**config.mk**
```make
export PLATFORM = sky130hd
export DESIGN_NAME = mandelbrot_escape_time_top
export DESIGN_NICKNAME = d
export VERILOG_FILES = /design/src/hdl/mbe_pkg.sv /design/src/hdl/mbe_mul.sv /design/src/hdl/mandelbrot_escape_time_top.sv
export SDC_FILE = /design/constraint.sdc
export NUM_CORES = 2
export LEC_CHECK = 0
export CAP_MARGIN = 20
export CORE_MARGIN = 4
export CORE_UTILIZATION = 60
export CTS_CLUSTER_SIZE = 20
export DETAILED_ROUTE_END_ITERATION = 16
export DONT_BUFFER_PORTS = 1
export GPL_ROUTABILITY_DRIVEN = 1
export PLACE_DENSITY = 0.79
export SLEW_MARGIN = 10
export SYNTH_ARGS = -nofsm -noshare
export SYNTH_HDL_FRONTEND = slang
export SYNTH_SLANG_ARGS = --single-unit
```
**constraint.sdc**
```tcl
create_clock -name clock -period 9.5 [get_ports clock]
set_clock_uncertainty 0.2 [all_clocks]
set_input_delay 0.95 -clock clock [delete_from_list [all_inputs] [get_ports clock]]
set_output_delay 0.95 -clock clock [all_outputs]
set_load 0.03 [all_outputs]
```
**src/hdl/mbe_pkg.sv**
```systemverilog
`timescale 1ns / 1ps

package mbe_pkg;

   localparam int MBE_FRAC_BITS = 28;
   localparam int MBE_IN_WIDTH  = 31;
   localparam int MBE_IN_FRAC   = 28;
   localparam int MBE_CNT_WIDTH = 16;
   localparam int MBE_LIMB_W    = 32;

   localparam logic [MBE_CNT_WIDTH-1:0] MBE_MAX_ITER_RESET = 16'd256;

   typedef enum logic [1:0] {
      PROD_RE_SQ = 2'd0,
      PROD_IM_SQ = 2'd1,
      PROD_CROSS = 2'd2
   } prod_type;

   typedef enum logic [3:0] {
      ST_IDLE   = 4'b0001,
      ST_MUL    = 4'b0010,
      ST_EVAL   = 4'b0100,
      ST_UPDATE = 4'b1000
   } state_type;

endpackage

```
**src/hdl/mbe_mul.sv**
```systemverilog
`timescale 1ns / 1ps

module mbe_mul
   import mbe_pkg::*;
#(
   parameter int ZW = MBE_FRAC_BITS + 4
) (
   input  logic            clock,
   input  logic            reset,
   input  logic            start,
   input  logic [ZW-1:0]   mag_re,
   input  logic [ZW-1:0]   mag_im,
   output logic            done,
   output logic [2*ZW-1:0] sq_re,
   output logic [2*ZW-1:0] sq_im,
   output logic [2*ZW-1:0] prod_x
);

   localparam int NL  = (ZW + MBE_LIMB_W - 1) / MBE_LIMB_W;
   localparam int PW  = NL * MBE_LIMB_W;
   localparam int LIW = (NL > 1) ? $clog2(NL) : 1;

   logic                  run_ff, run_in;
   prod_type              sel_ff, sel_in;
   logic [LIW-1:0]        li_ff, li_in;
   logic [LIW-1:0]        lj_ff, lj_in;
   logic [2*MBE_LIMB_W-1:0] mul_ff;
   logic                  tag_v_ff;
   logic                  tag_last_ff;
   prod_type              tag_sel_ff;
   logic [LIW:0]          tag_shift_ff;
   logic                  done_ff;
   logic [2*ZW-1:0]       acc_re_ff, acc_im_ff, acc_x_ff;

   logic [PW-1:0]         pad_re, pad_im, pad_a, pad_b;
   logic [MBE_LIMB_W-1:0] op_a, op_b;
   logic                  last_step;
   logic [2*PW-1:0]       part_ext;
   logic [2*PW-1:0]       part_shifted;
   logic [2*ZW-1:0]       part;

   assign pad_re = PW'(mag_re);
   assign pad_im = PW'(mag_im);

   always_comb begin
      unique case (sel_ff)
         PROD_RE_SQ: begin
            pad_a = pad_re;
            pad_b = pad_re;
         end
         PROD_IM_SQ: begin
            pad_a = pad_im;
            pad_b = pad_im;
         end
         default: begin
            pad_a = pad_re;
            pad_b = pad_im;
         end
      endcase
   end

   assign op_a = pad_a[li_ff * MBE_LIMB_W +: MBE_LIMB_W];
   assign op_b = pad_b[lj_ff * MBE_LIMB_W +: MBE_LIMB_W];

   assign last_step = (sel_ff == PROD_CROSS) && (li_ff == LIW'(NL - 1))
                      && (lj_ff == LIW'(NL - 1));

   always_comb begin
      run_in = run_ff;
      sel_in = sel_ff;
      li_in  = li_ff;
      lj_in  = lj_ff;
      if (start) begin
         run_in = 1'b1;
         sel_in = PROD_RE_SQ;
         li_in  = '0;
         lj_in  = '0;
      end else if (run_ff) begin
         if (last_step) begin
            run_in = 1'b0;
         end else if (lj_ff != LIW'(NL - 1)) begin
            lj_in = lj_ff + 1'b1;
         end else if (li_ff != LIW'(NL - 1)) begin
            lj_in = '0;
            li_in = li_ff + 1'b1;
         end else begin
            lj_in = '0;
            li_in = '0;
            sel_in = (sel_ff == PROD_RE_SQ) ? PROD_IM_SQ : PROD_CROSS;
         end
      end
   end

   assign part_ext     = (2*PW)'(mul_ff);
   assign part_shifted = part_ext << (MBE_LIMB_W * tag_shift_ff);
   assign part         = part_shifted[2*ZW-1:0];

   always_ff @(posedge clock) begin
      if (reset) begin
         run_ff      <= 1'b0;
         tag_v_ff    <= 1'b0;
         tag_last_ff <= 1'b0;
         done_ff     <= 1'b0;
         sel_ff      <= PROD_RE_SQ;
         li_ff       <= '0;
         lj_ff       <= '0;
      end else begin
         run_ff      <= run_in;
         sel_ff      <= sel_in;
         li_ff       <= li_in;
         lj_ff       <= lj_in;
         tag_v_ff    <= run_ff && !start;
         tag_last_ff <= run_ff && !start && last_step;
         done_ff     <= tag_v_ff && tag_last_ff;
      end
   end

   always_ff @(posedge clock) begin
      mul_ff       <= op_a * op_b;
      tag_sel_ff   <= sel_ff;
      tag_shift_ff <= (LIW+1)'(li_ff) + (LIW+1)'(lj_ff);
      if (start) begin
         acc_re_ff <= '0;
         acc_im_ff <= '0;
         acc_x_ff  <= '0;
      end else if (tag_v_ff) begin
         unique case (tag_sel_ff)
            PROD_RE_SQ: acc_re_ff <= acc_re_ff + part;
            PROD_IM_SQ: acc_im_ff <= acc_im_ff + part;
            default:    acc_x_ff  <= acc_x_ff + part;
         endcase
      end
   end

   assign done   = done_ff;
   assign sq_re  = acc_re_ff;
   assign sq_im  = acc_im_ff;
   assign prod_x = acc_x_ff;

endmodule

```
**src/hdl/mandelbrot_escape_time_top.sv**
```systemverilog
`timescale 1ns / 1ps

// Escape-time unit for one complex point c = req_c_real + i*req_c_imag, both
// signed Q3.28. Pulse start with the point while busy is low; the item is
// taken on that edge and busy stays high until the result is out.
// Starting from z = 0 the unit repeats z = z*z + c until |z|^2 reaches 4 or
// the update count reaches csr_wr_data's limit minus one. The result appears
// for exactly one cycle with rsp_valid high: rsp_iteration_count is the
// number of updates plus one, rsp_reached_limit flags that it hit the limit.
// The receiver cannot stall the unit, so the result must be taken then.
// One shared limb multiplier forms re^2, im^2 and re*im in turn, each from
// the 32-bit limbs of the FRAC_BITS+4 bit z, with a default FRAC_BITS of 28.
// Busy is already low in the cycle that shows the result, so the next item
// can be taken on the same edge that takes the result. The limit register
// is to be written with csr_wr_en by the user only while the unit is idle;
// the block itself does not enforce this. A limit of zero acts as one.
// Reset returns the limit to 256 and leaves the unit idle with no result
// pending.

module mandelbrot_escape_time_top
   import mbe_pkg::*;
#(
   parameter int FRAC_BITS = MBE_FRAC_BITS
) (
   input  logic                           clock,
   input  logic                           reset,
   input  logic                           start,
   output logic                           busy,
   input  logic signed [MBE_IN_WIDTH-1:0] req_c_real,
   input  logic signed [MBE_IN_WIDTH-1:0] req_c_imag,
   output logic                           rsp_valid,
   output logic [MBE_CNT_WIDTH-1:0]       rsp_iteration_count,
   output logic                           rsp_reached_limit,
   input  logic                           csr_wr_en,
   input  logic [MBE_CNT_WIDTH-1:0]       csr_wr_data
);

   localparam int ZW  = FRAC_BITS + 4;
   localparam int SHL = (FRAC_BITS >= MBE_IN_FRAC) ? FRAC_BITS - MBE_IN_FRAC : 0;
   localparam int SHR = (FRAC_BITS < MBE_IN_FRAC) ? MBE_IN_FRAC - FRAC_BITS : 0;

   state_type                  state_ff, state_in;
   logic [MBE_CNT_WIDTH-1:0]   limit_ff;
   logic [MBE_CNT_WIDTH-1:0]   upd_ff;
   logic signed [ZW-1:0]       re_ff, im_ff, cr_ff, ci_ff;
   logic [2*ZW-1:0]            diff_ff, xs_ff;
   logic                       rsp_valid_ff;
   logic [MBE_CNT_WIDTH-1:0]   rsp_count_ff;
   logic                       rsp_limit_ff;

   logic signed [63:0]         cr_wide, ci_wide;
   logic [ZW-1:0]              mag_re, mag_im;
   logic                       mul_start, mul_done;
   logic [2*ZW-1:0]            sq_re, sq_im, prod_x;
   logic [2*ZW:0]              mag_sum;
   logic                       in_radius;
   logic [MBE_CNT_WIDTH-1:0]   eff_limit;
   logic [MBE_CNT_WIDTH:0]     next_count;
   logic                       go_on;
   logic                       accept;

   assign accept = start && (state_ff == ST_IDLE);
   assign busy   = (state_ff != ST_IDLE);

   assign cr_wide = (64'(req_c_real) <<< SHL) >>> SHR;
   assign ci_wide = (64'(req_c_imag) <<< SHL) >>> SHR;

   assign mag_re = re_ff[ZW-1] ? ZW'(-re_ff) : ZW'(re_ff);
   assign mag_im = im_ff[ZW-1] ? ZW'(-im_ff) : ZW'(im_ff);

   assign mul_start = accept || (state_ff == ST_UPDATE);

   mbe_mul #(
      .ZW (ZW)
   ) u_mul (
      .clock  (clock),
      .reset  (reset),
      .start  (mul_start),
      .mag_re (mag_re),
      .mag_im (mag_im),
      .done   (mul_done),
      .sq_re  (sq_re),
      .sq_im  (sq_im),
      .prod_x (prod_x)
   );

   assign mag_sum    = (2*ZW+1)'(sq_re) + (2*ZW+1)'(sq_im);
   assign in_radius  = (mag_sum[2*ZW:2*FRAC_BITS+2] == '0);
   assign eff_limit  = (limit_ff == '0) ? MBE_CNT_WIDTH'(1) : limit_ff;
   assign next_count = (MBE_CNT_WIDTH+1)'(upd_ff) + 1'b1;
   assign go_on      = in_radius && (next_count < (MBE_CNT_WIDTH+1)'(eff_limit));

   always_comb begin
      state_in = state_ff;
      unique case (state_ff)
         ST_IDLE: begin
            if (start) begin
               state_in = ST_MUL;
            end
         end
         ST_MUL: begin
            if (mul_done) begin
               state_in = ST_EVAL;
            end
         end
         ST_EVAL: begin
            state_in = go_on ? ST_UPDATE : ST_IDLE;
         end
         ST_UPDATE: begin
            state_in = ST_MUL;
         end
         default: begin
            state_in = ST_IDLE;
         end
      endcase
   end

   always_ff @(posedge clock) begin
      if (reset) begin
         state_ff     <= ST_IDLE;
         limit_ff     <= MBE_MAX_ITER_RESET;
         rsp_valid_ff <= 1'b0;
      end else begin
         state_ff     <= state_in;
         rsp_valid_ff <= (state_ff == ST_EVAL) && !go_on;
         if (csr_wr_en) begin
            limit_ff <= csr_wr_data;
         end
      end
   end

   always_ff @(posedge clock) begin
      if (accept) begin
         re_ff  <= '0;
         im_ff  <= '0;
         upd_ff <= '0;
         cr_ff  <= cr_wide[ZW-1:0];
         ci_ff  <= ci_wide[ZW-1:0];
      end
      if (state_ff == ST_EVAL) begin
         diff_ff      <= sq_re - sq_im;
         xs_ff        <= (re_ff[ZW-1] ^ im_ff[ZW-1]) ? -prod_x : prod_x;
         rsp_count_ff <= next_count[MBE_CNT_WIDTH-1:0];
         rsp_limit_ff <= (next_count == (MBE_CNT_WIDTH+1)'(eff_limit));
      end
      if (state_ff == ST_UPDATE) begin
         re_ff  <= diff_ff[FRAC_BITS +: ZW] + cr_ff;
         im_ff  <= xs_ff[FRAC_BITS-1 +: ZW] + ci_ff;
         upd_ff <= upd_ff + 1'b1;
      end
   end

   assign rsp_valid           = rsp_valid_ff;
   assign rsp_iteration_count = rsp_count_ff;
   assign rsp_reached_limit   = rsp_limit_ff;

endmodule
```
Yosys cells after proc, flatten, opt, wreduce, memory -nomap -nowiden
Index checks and enable logic that the tools add are counted.
{"block": "totals", "mem_count": 0, "ff_bits": 567, "latchBits": 0, "mem_bits_rw": 0, "mem_bits_ro": 0}
{"block": "classes", "n_eq_ne": 11, "n_mux": 21, "n_shift": 3, "bitwise_logic": 5, "order_cmp": 1, "n_reduce_logical": 25, "multipliers": 1, "add_sub_neg": 15, "div_mod_pow": 0}
{"op": "$mux 32", "n": 7}
{"op": "$add 64x64->64", "n": 3}
{"op": "$add 64x64->65", "n": 1}
{"op": "$add 32x32->32", "n": 2}
{"op": "$mul 32x32->64", "n": 1}
{"op": "$neg 32->32", "n": 2}
{"op": "$shiftx 32x7->32", "n": 2}
{"op": "$shl 64x7->64", "n": 1}
{"op": "$sub 60x60->60", "n": 1}
{"op": "$mux 59", "n": 1}
{"op": "$neg 59->59", "n": 1}
{"op": "$mux 16", "n": 3}
{"op": "$add 16x1->17 const B", "n": 1}
{"op": "$eq 17x16->1", "n": 1}
{"op": "$lt 17x16->1", "n": 1}
{"op": "$add 16x1->16 const B", "n": 1}
{"op": "$logic_not 16->1", "n": 1}
{"op": "$pmux 4 s4", "n": 1}
{"op": "$mux 4", "n": 3}
{"op": "$reduce_and 2->1", "n": 5}
{"op": "$logic_and 1x1->1", "n": 8}
{"op": "$logic_not 7->1", "n": 1}
{"op": "$mux 1", "n": 5}
{"op": "$eq 2x1->1 const B", "n": 2}
{"op": "20 further kinds", "n": 27}

Longest topological paths before layout
{"block": "logic_depth", "ltp_word": 6, "ltp_mapped": 39}

Modules after synthesis
From an unflattened synthesis, not the netlist that was laid out.
{"block": "hier_totals", "hier_cells": 8069, "area_unflattened_um2": 70365.0}
{"mod": "mbe_mul", "instances": 1, "cells_per_inst": 6226, "area_each_um2": 52399.0}
{"mod": "mandelbrot_escape_time_top", "instances": 1, "cells_per_inst": 1843, "area_each_um2": 17966.0}

Worst setup path after synthesis
Ideal clock, no wire load.
{"block": "synth_timing", "kind": "register to register", "from": "register im_ff[7]", "to": "register u_mul.mul_ff[61]", "t_arrival_ns": 9.578, "path_stages_with_launch": 35, "t_required_ns": 9.164, "period_less_slack_ns": 9.914, "slack_ns": -0.414, "setup_ns": 0.136, "cell_sequence": "edfxtp_1 or4_4 nor4_4 or3b_1 or2_4 or3_4 o41ai_1 xnor2_1 o21a_1 clkbuf_1 nand2_1 fa_1 inv_1 fa_1 fa_1 inv_1 fa_1 inv_1 fa_1 fa_1 fa_1 inv_1 fa_1 inv_1 ha_1 clkbuf_1 a21o_1 a21oi_1 a211o_1 a22oi_1 a2111o_1 a31oi_1 o21a_1 o41ai_1 xor2_1"}
{"block": "synth_between", "elab_chain_cells": 5}
{"item": "start: declaration", "line": "mandelbrot_escape_time_top.sv:45", "rtl": "logic signed [ZW-1:0] re_ff, im_ff, cr_ff, ci_ff;"}
{"item": "start signal: assignment", "line": "mandelbrot_escape_time_top.sv:148", "rtl": "im_ff <= xs_ff[FRAC_BITS-1 +: ZW] + ci_ff;"}
{"item": "$neg 32->32", "line": "mandelbrot_escape_time_top.sv:69", "rtl": "assign mag_im = im_ff[ZW-1] ? ZW'(-im_ff) : ZW'(im_ff);"}
{"item": "$mux 32 *", "line": "mandelbrot_escape_time_top.sv:69"}
{"item": "$mux 32", "line": "mbe_mul.sv:46", "rtl": "unique case (sel_ff)"}
{"item": "$shiftx 32x7->32, on equally long branches", "line": "mbe_mul.sv:62, mbe_mul.sv:63"}
{"item": "$mul 32x32->64 *", "line": "mbe_mul.sv:119", "rtl": "mul_ff <= op_a * op_b;"}
{"item": "end signal: assignment", "line": "mbe_mul.sv:119"}
{"item": "end: declaration", "line": "mbe_mul.sv:27", "rtl": "logic [2*MBE_LIMB_W-1:0] mul_ff;"}
Every way passes the cells marked *; elsewhere a longest branch is shown, timed or not.
A chain may end at the register's enable or synchronous reset.

Worst setup path in the final report
{"block": "layout_timing", "from": "register im_ff[10]", "to": "register u_mul.mul_ff[51]"}
The elaborated chain is that of the path after synthesis.

==> summary.md <==
| Metric | Value |
|---|---|
| Status | finished, violations left |
| Failing checks | setup timing |
| Worst Max-Slew Pin Slew | 1.12 ns |
| Vias in the first global route | 63381 |
| Hold_buf cts | 0 |
| Hold Crit Class | in -> reg |
| Largest cells by area after synthesis | fa_1 26%, ha_1 12%, edfxtp_1 9.5% |
| Synth top cells by count | 1115 x inv_1, 1020 x nand2_1, 903 x nor2_1 |
| Die H | 350 µm |
| Fraction of registers with async set/reset | 0% |
| Largest net degree at the start of global routing | 89 |
| Number of DRC markers in iteration 0 | 6077 |
| Die area | 122000 µm² |
| Clk Latency, worst-skew pair | 0.65 ns |
| RSZ-0062 raised after global routing | yes |
| TritonCTS clock tree | built |
| DRT antenna net count | 0 |
| DR vias/cell | 6.15 |
| Total gr overflow | 0 |
| Clock Sink Count | 503 |
| Hold path depth | 0 |
| Share of layout cells above drive strength 1 | 12.1% |
| NumNets Final | 10249 |
| Ports | 101 |
| Detailed Routing Iterations Pass 1 | 6 |
| Critical Path Max Stage Delay | 0.57 ns |
| RR Startpoint | im_ff[10]$_SDFFCE_PN0P_ |
| Die X | 350 µm |
| Hold_sp | req_c_real[0] |
| Post-synthesis sequential area ratio | 17.5% |
| Max_cap viols | 0 |
| Worst R2R End | u_mul.mul_ff[51]$_DFF_P_ |
| Fillers | 9225 |
| Wirelength per Cell | around 23 µm |
| Root Driver | clkbuf_16 |
| CP startpoint | im_ff[10]$_SDFFCE_PN0P_ |
| Final Max Slew Viols | 0 |
| Syn-to-layout area delta | 13.1% |
| Startpoint types | flop |
| First-pass GRT wire length | 363 mm |
| Worst setup margin | -0.654 ns |
| Syn Inst Count | roughly 8300 |
| Worst Path Class, Setup | reg -> reg |
| Clk pin slew, worst setup/hold paths | around 0.07 ns |
| Post-Syn Area | 70200 µm² |
| Port Buffer Count | 0 |
| Final core occ | 68.3% |
| CP Capture Type | flop |
| Pre-CTS setup slack | -0.953 ns |
| Clock Path Buffers | 3 |
| Final hold violation count | 0 |
| CP most frequent cell | fa_1 |
| Netlist cell types | 95 |
| Flops & latches, synth | roughly 500 |
| Top-count cell post-synth | inv_1 |
| WL final | 240 mm |
| Vias post-DR | 62720 |
| WP data required | 9.85 ns |
| Gr usage total | 38.5% |
| WHS Endpoint | cr_ff[0]$_DFFE_PP_ |
| FF-to-FF setup slack | -0.65 ns |
| Slew margin rel. | between 20% and 30% |
| Initial antenna violation count | 18 |
| Syn Nets | 9921 |
| GPL Wtd Cong | a little over 1 |
| Worst reg-to-reg path cell count | 36 |
| CP max-delay cell | or4_4 |
| Syn_area_per_cell | 8.46 µm² |
| Dpl hpwl | 196 mm |
| Post-synth EDFFs | 223 |
| Final Cycle Share | 107% |
| H-tree Lvls | 2 |
| Clock buffers created by TritonCTS | 50 |
| Fin crit period | 10.15 ns |
| Maximum fanout along the worst path | 8 |
| Num rows | 125 |
| Max Fclk | around 98 MHz |
| Final Setup Violations | 30 |
| Cell taking the most area after synthesis | fa_1 |
| Starting Density | between 60% and 70% |
| CP Data Arrival Time | 10.51 ns |
| Yosys Warn Count | 0 |
| Core box area | about 120000 µm² |
| DRC | 0 |
| Ys flop type | dfxtp_1 |
| Area share of the largest cell type after synthesis | between 20% and 30% |
-- how the worst max path moves through the flow --
| stage | cells after the start | slack [ns] | to |
|---|---|---|---|
| 2_1_floorplan | 33 | -0.04 | u_mul.mul_ff[61]$_DFF_P_ |
| 3_3_place_gp | 40 | -0.83 | u_mul.mul_ff[63]$_DFF_P_ |
| 3_5_place_dp | 39 | -0.95 | u_mul.mul_ff[61]$_DFF_P_ |
| 4_1_cts | 33 | -0.47 | u_mul.mul_ff[58]$_DFF_P_ |
| 5_1_grt | 35 | -0.94 | u_mul.mul_ff[58]$_DFF_P_ |
| 6_report | 36 | -0.65 | u_mul.mul_ff[51]$_DFF_P_ |
-- cell usage in the layout, fill, tap and decap left out, types with 147 or more instances in the layout --
master,instances
nand2_1,1004
fa_1,872
ha_1,630
a21o_1,290
a21oi_1,551
inv_1,1097
dfxtp_1,280
edfxtp_1,223
xnor2_1,230
o21ai_0,262
nor2_1,883
xor2_1,147
buf_4,612
-- critical path: cells and delay by family (launching register included) --
family | cells | cell delay [ns]
compound gates | 10 | 1.94
xor+xnor | 2 | 0.33
fa+ha+maj | 9 | 4.22
buf+inv | 6 | 0.67
flops | 1 | 0.40
simple gates | 9 | 2.29
-- metal layers --
metal	vias up	global-route usage (%)	share of wire, %
li1	27961	-	-
met1	30542	48.8	38
met2	3358	62.9	45
met3	849	6.42	9.5
met4	10	21.5	7.1
met5	-	0	0.028
-- kinds of logic (layout without fill, tap and decap cells) --
kind of cell,Yosys count,in the layout,share of synthesized area [%]
compound gates,1695,1695,15.2
xor+xnor,407,407,5.08
fa+ha+maj,1550,1550,37.3
buf+inv,1506,1876,8.12
flops,503,503,17.5
mux,42,42,0.633
other cells,0,15,0
simple gates,2586,2586,16.2
-- per-stage QoR --
| step | instance area (µm²) | hold WS [ns] | setup TNS (ns) | cells |
|---|---|---|---|---|
| floorplan | 70300 | 0.129 | -0.0905 | 8289 |
| global placement | 75700 | 0.262 | -15.63 | 10030 |
| detailed placement | 75700 | 0.268 | -18.15 | 10030 |
| CTS | 78300 | 0.162 | -7.42 | 10155 |
| global route | 79300 | 0.172 | -21.09 | 10191 |
| finish | 79300 | 0.190 | -11.96 | 10198 |
-- flip-flops by register name, indices dropped and copies added (netlist names), 32 cells and up --
name          cells
xs_ff            32
u_mul.sq_im      64
diff_ff          32
im_ff            32
re_ff            32
u_mul.prod_x     59
u_mul.sq_re      64
u_mul.mul_ff     64
-- timing repair --
| item | 4_1_cts | 5_1_grt |
|---|---|---|
| pin swaps | 48 | 78 |
| endpoints found under the setup margin | 34 | 37 |
| gates resized for setup | 113 | 171 |
| buffers inserted | 31 | 30 |
-- layout make-up --
type / count / area [µm²] / share of cell area (%)
clock inverter: 31 / 404 / 0.509
sequential: 503 / 12300 / 15.5
clock buffer: 63 / 1360 / 1.72
inverter: 1115 / 4190 / 5.29
multi-input combinational: 6280 / 53600 / 67.6
tap: 1524 / 1910 / 2.40
antenna: 15 / 37.5 / 0.0473
timing repair buffer: 667 / 5520 / 6.96
Power is not shown: default switching activity piles up to over one toggle a cycle in this logic, so the estimate is an artifact.
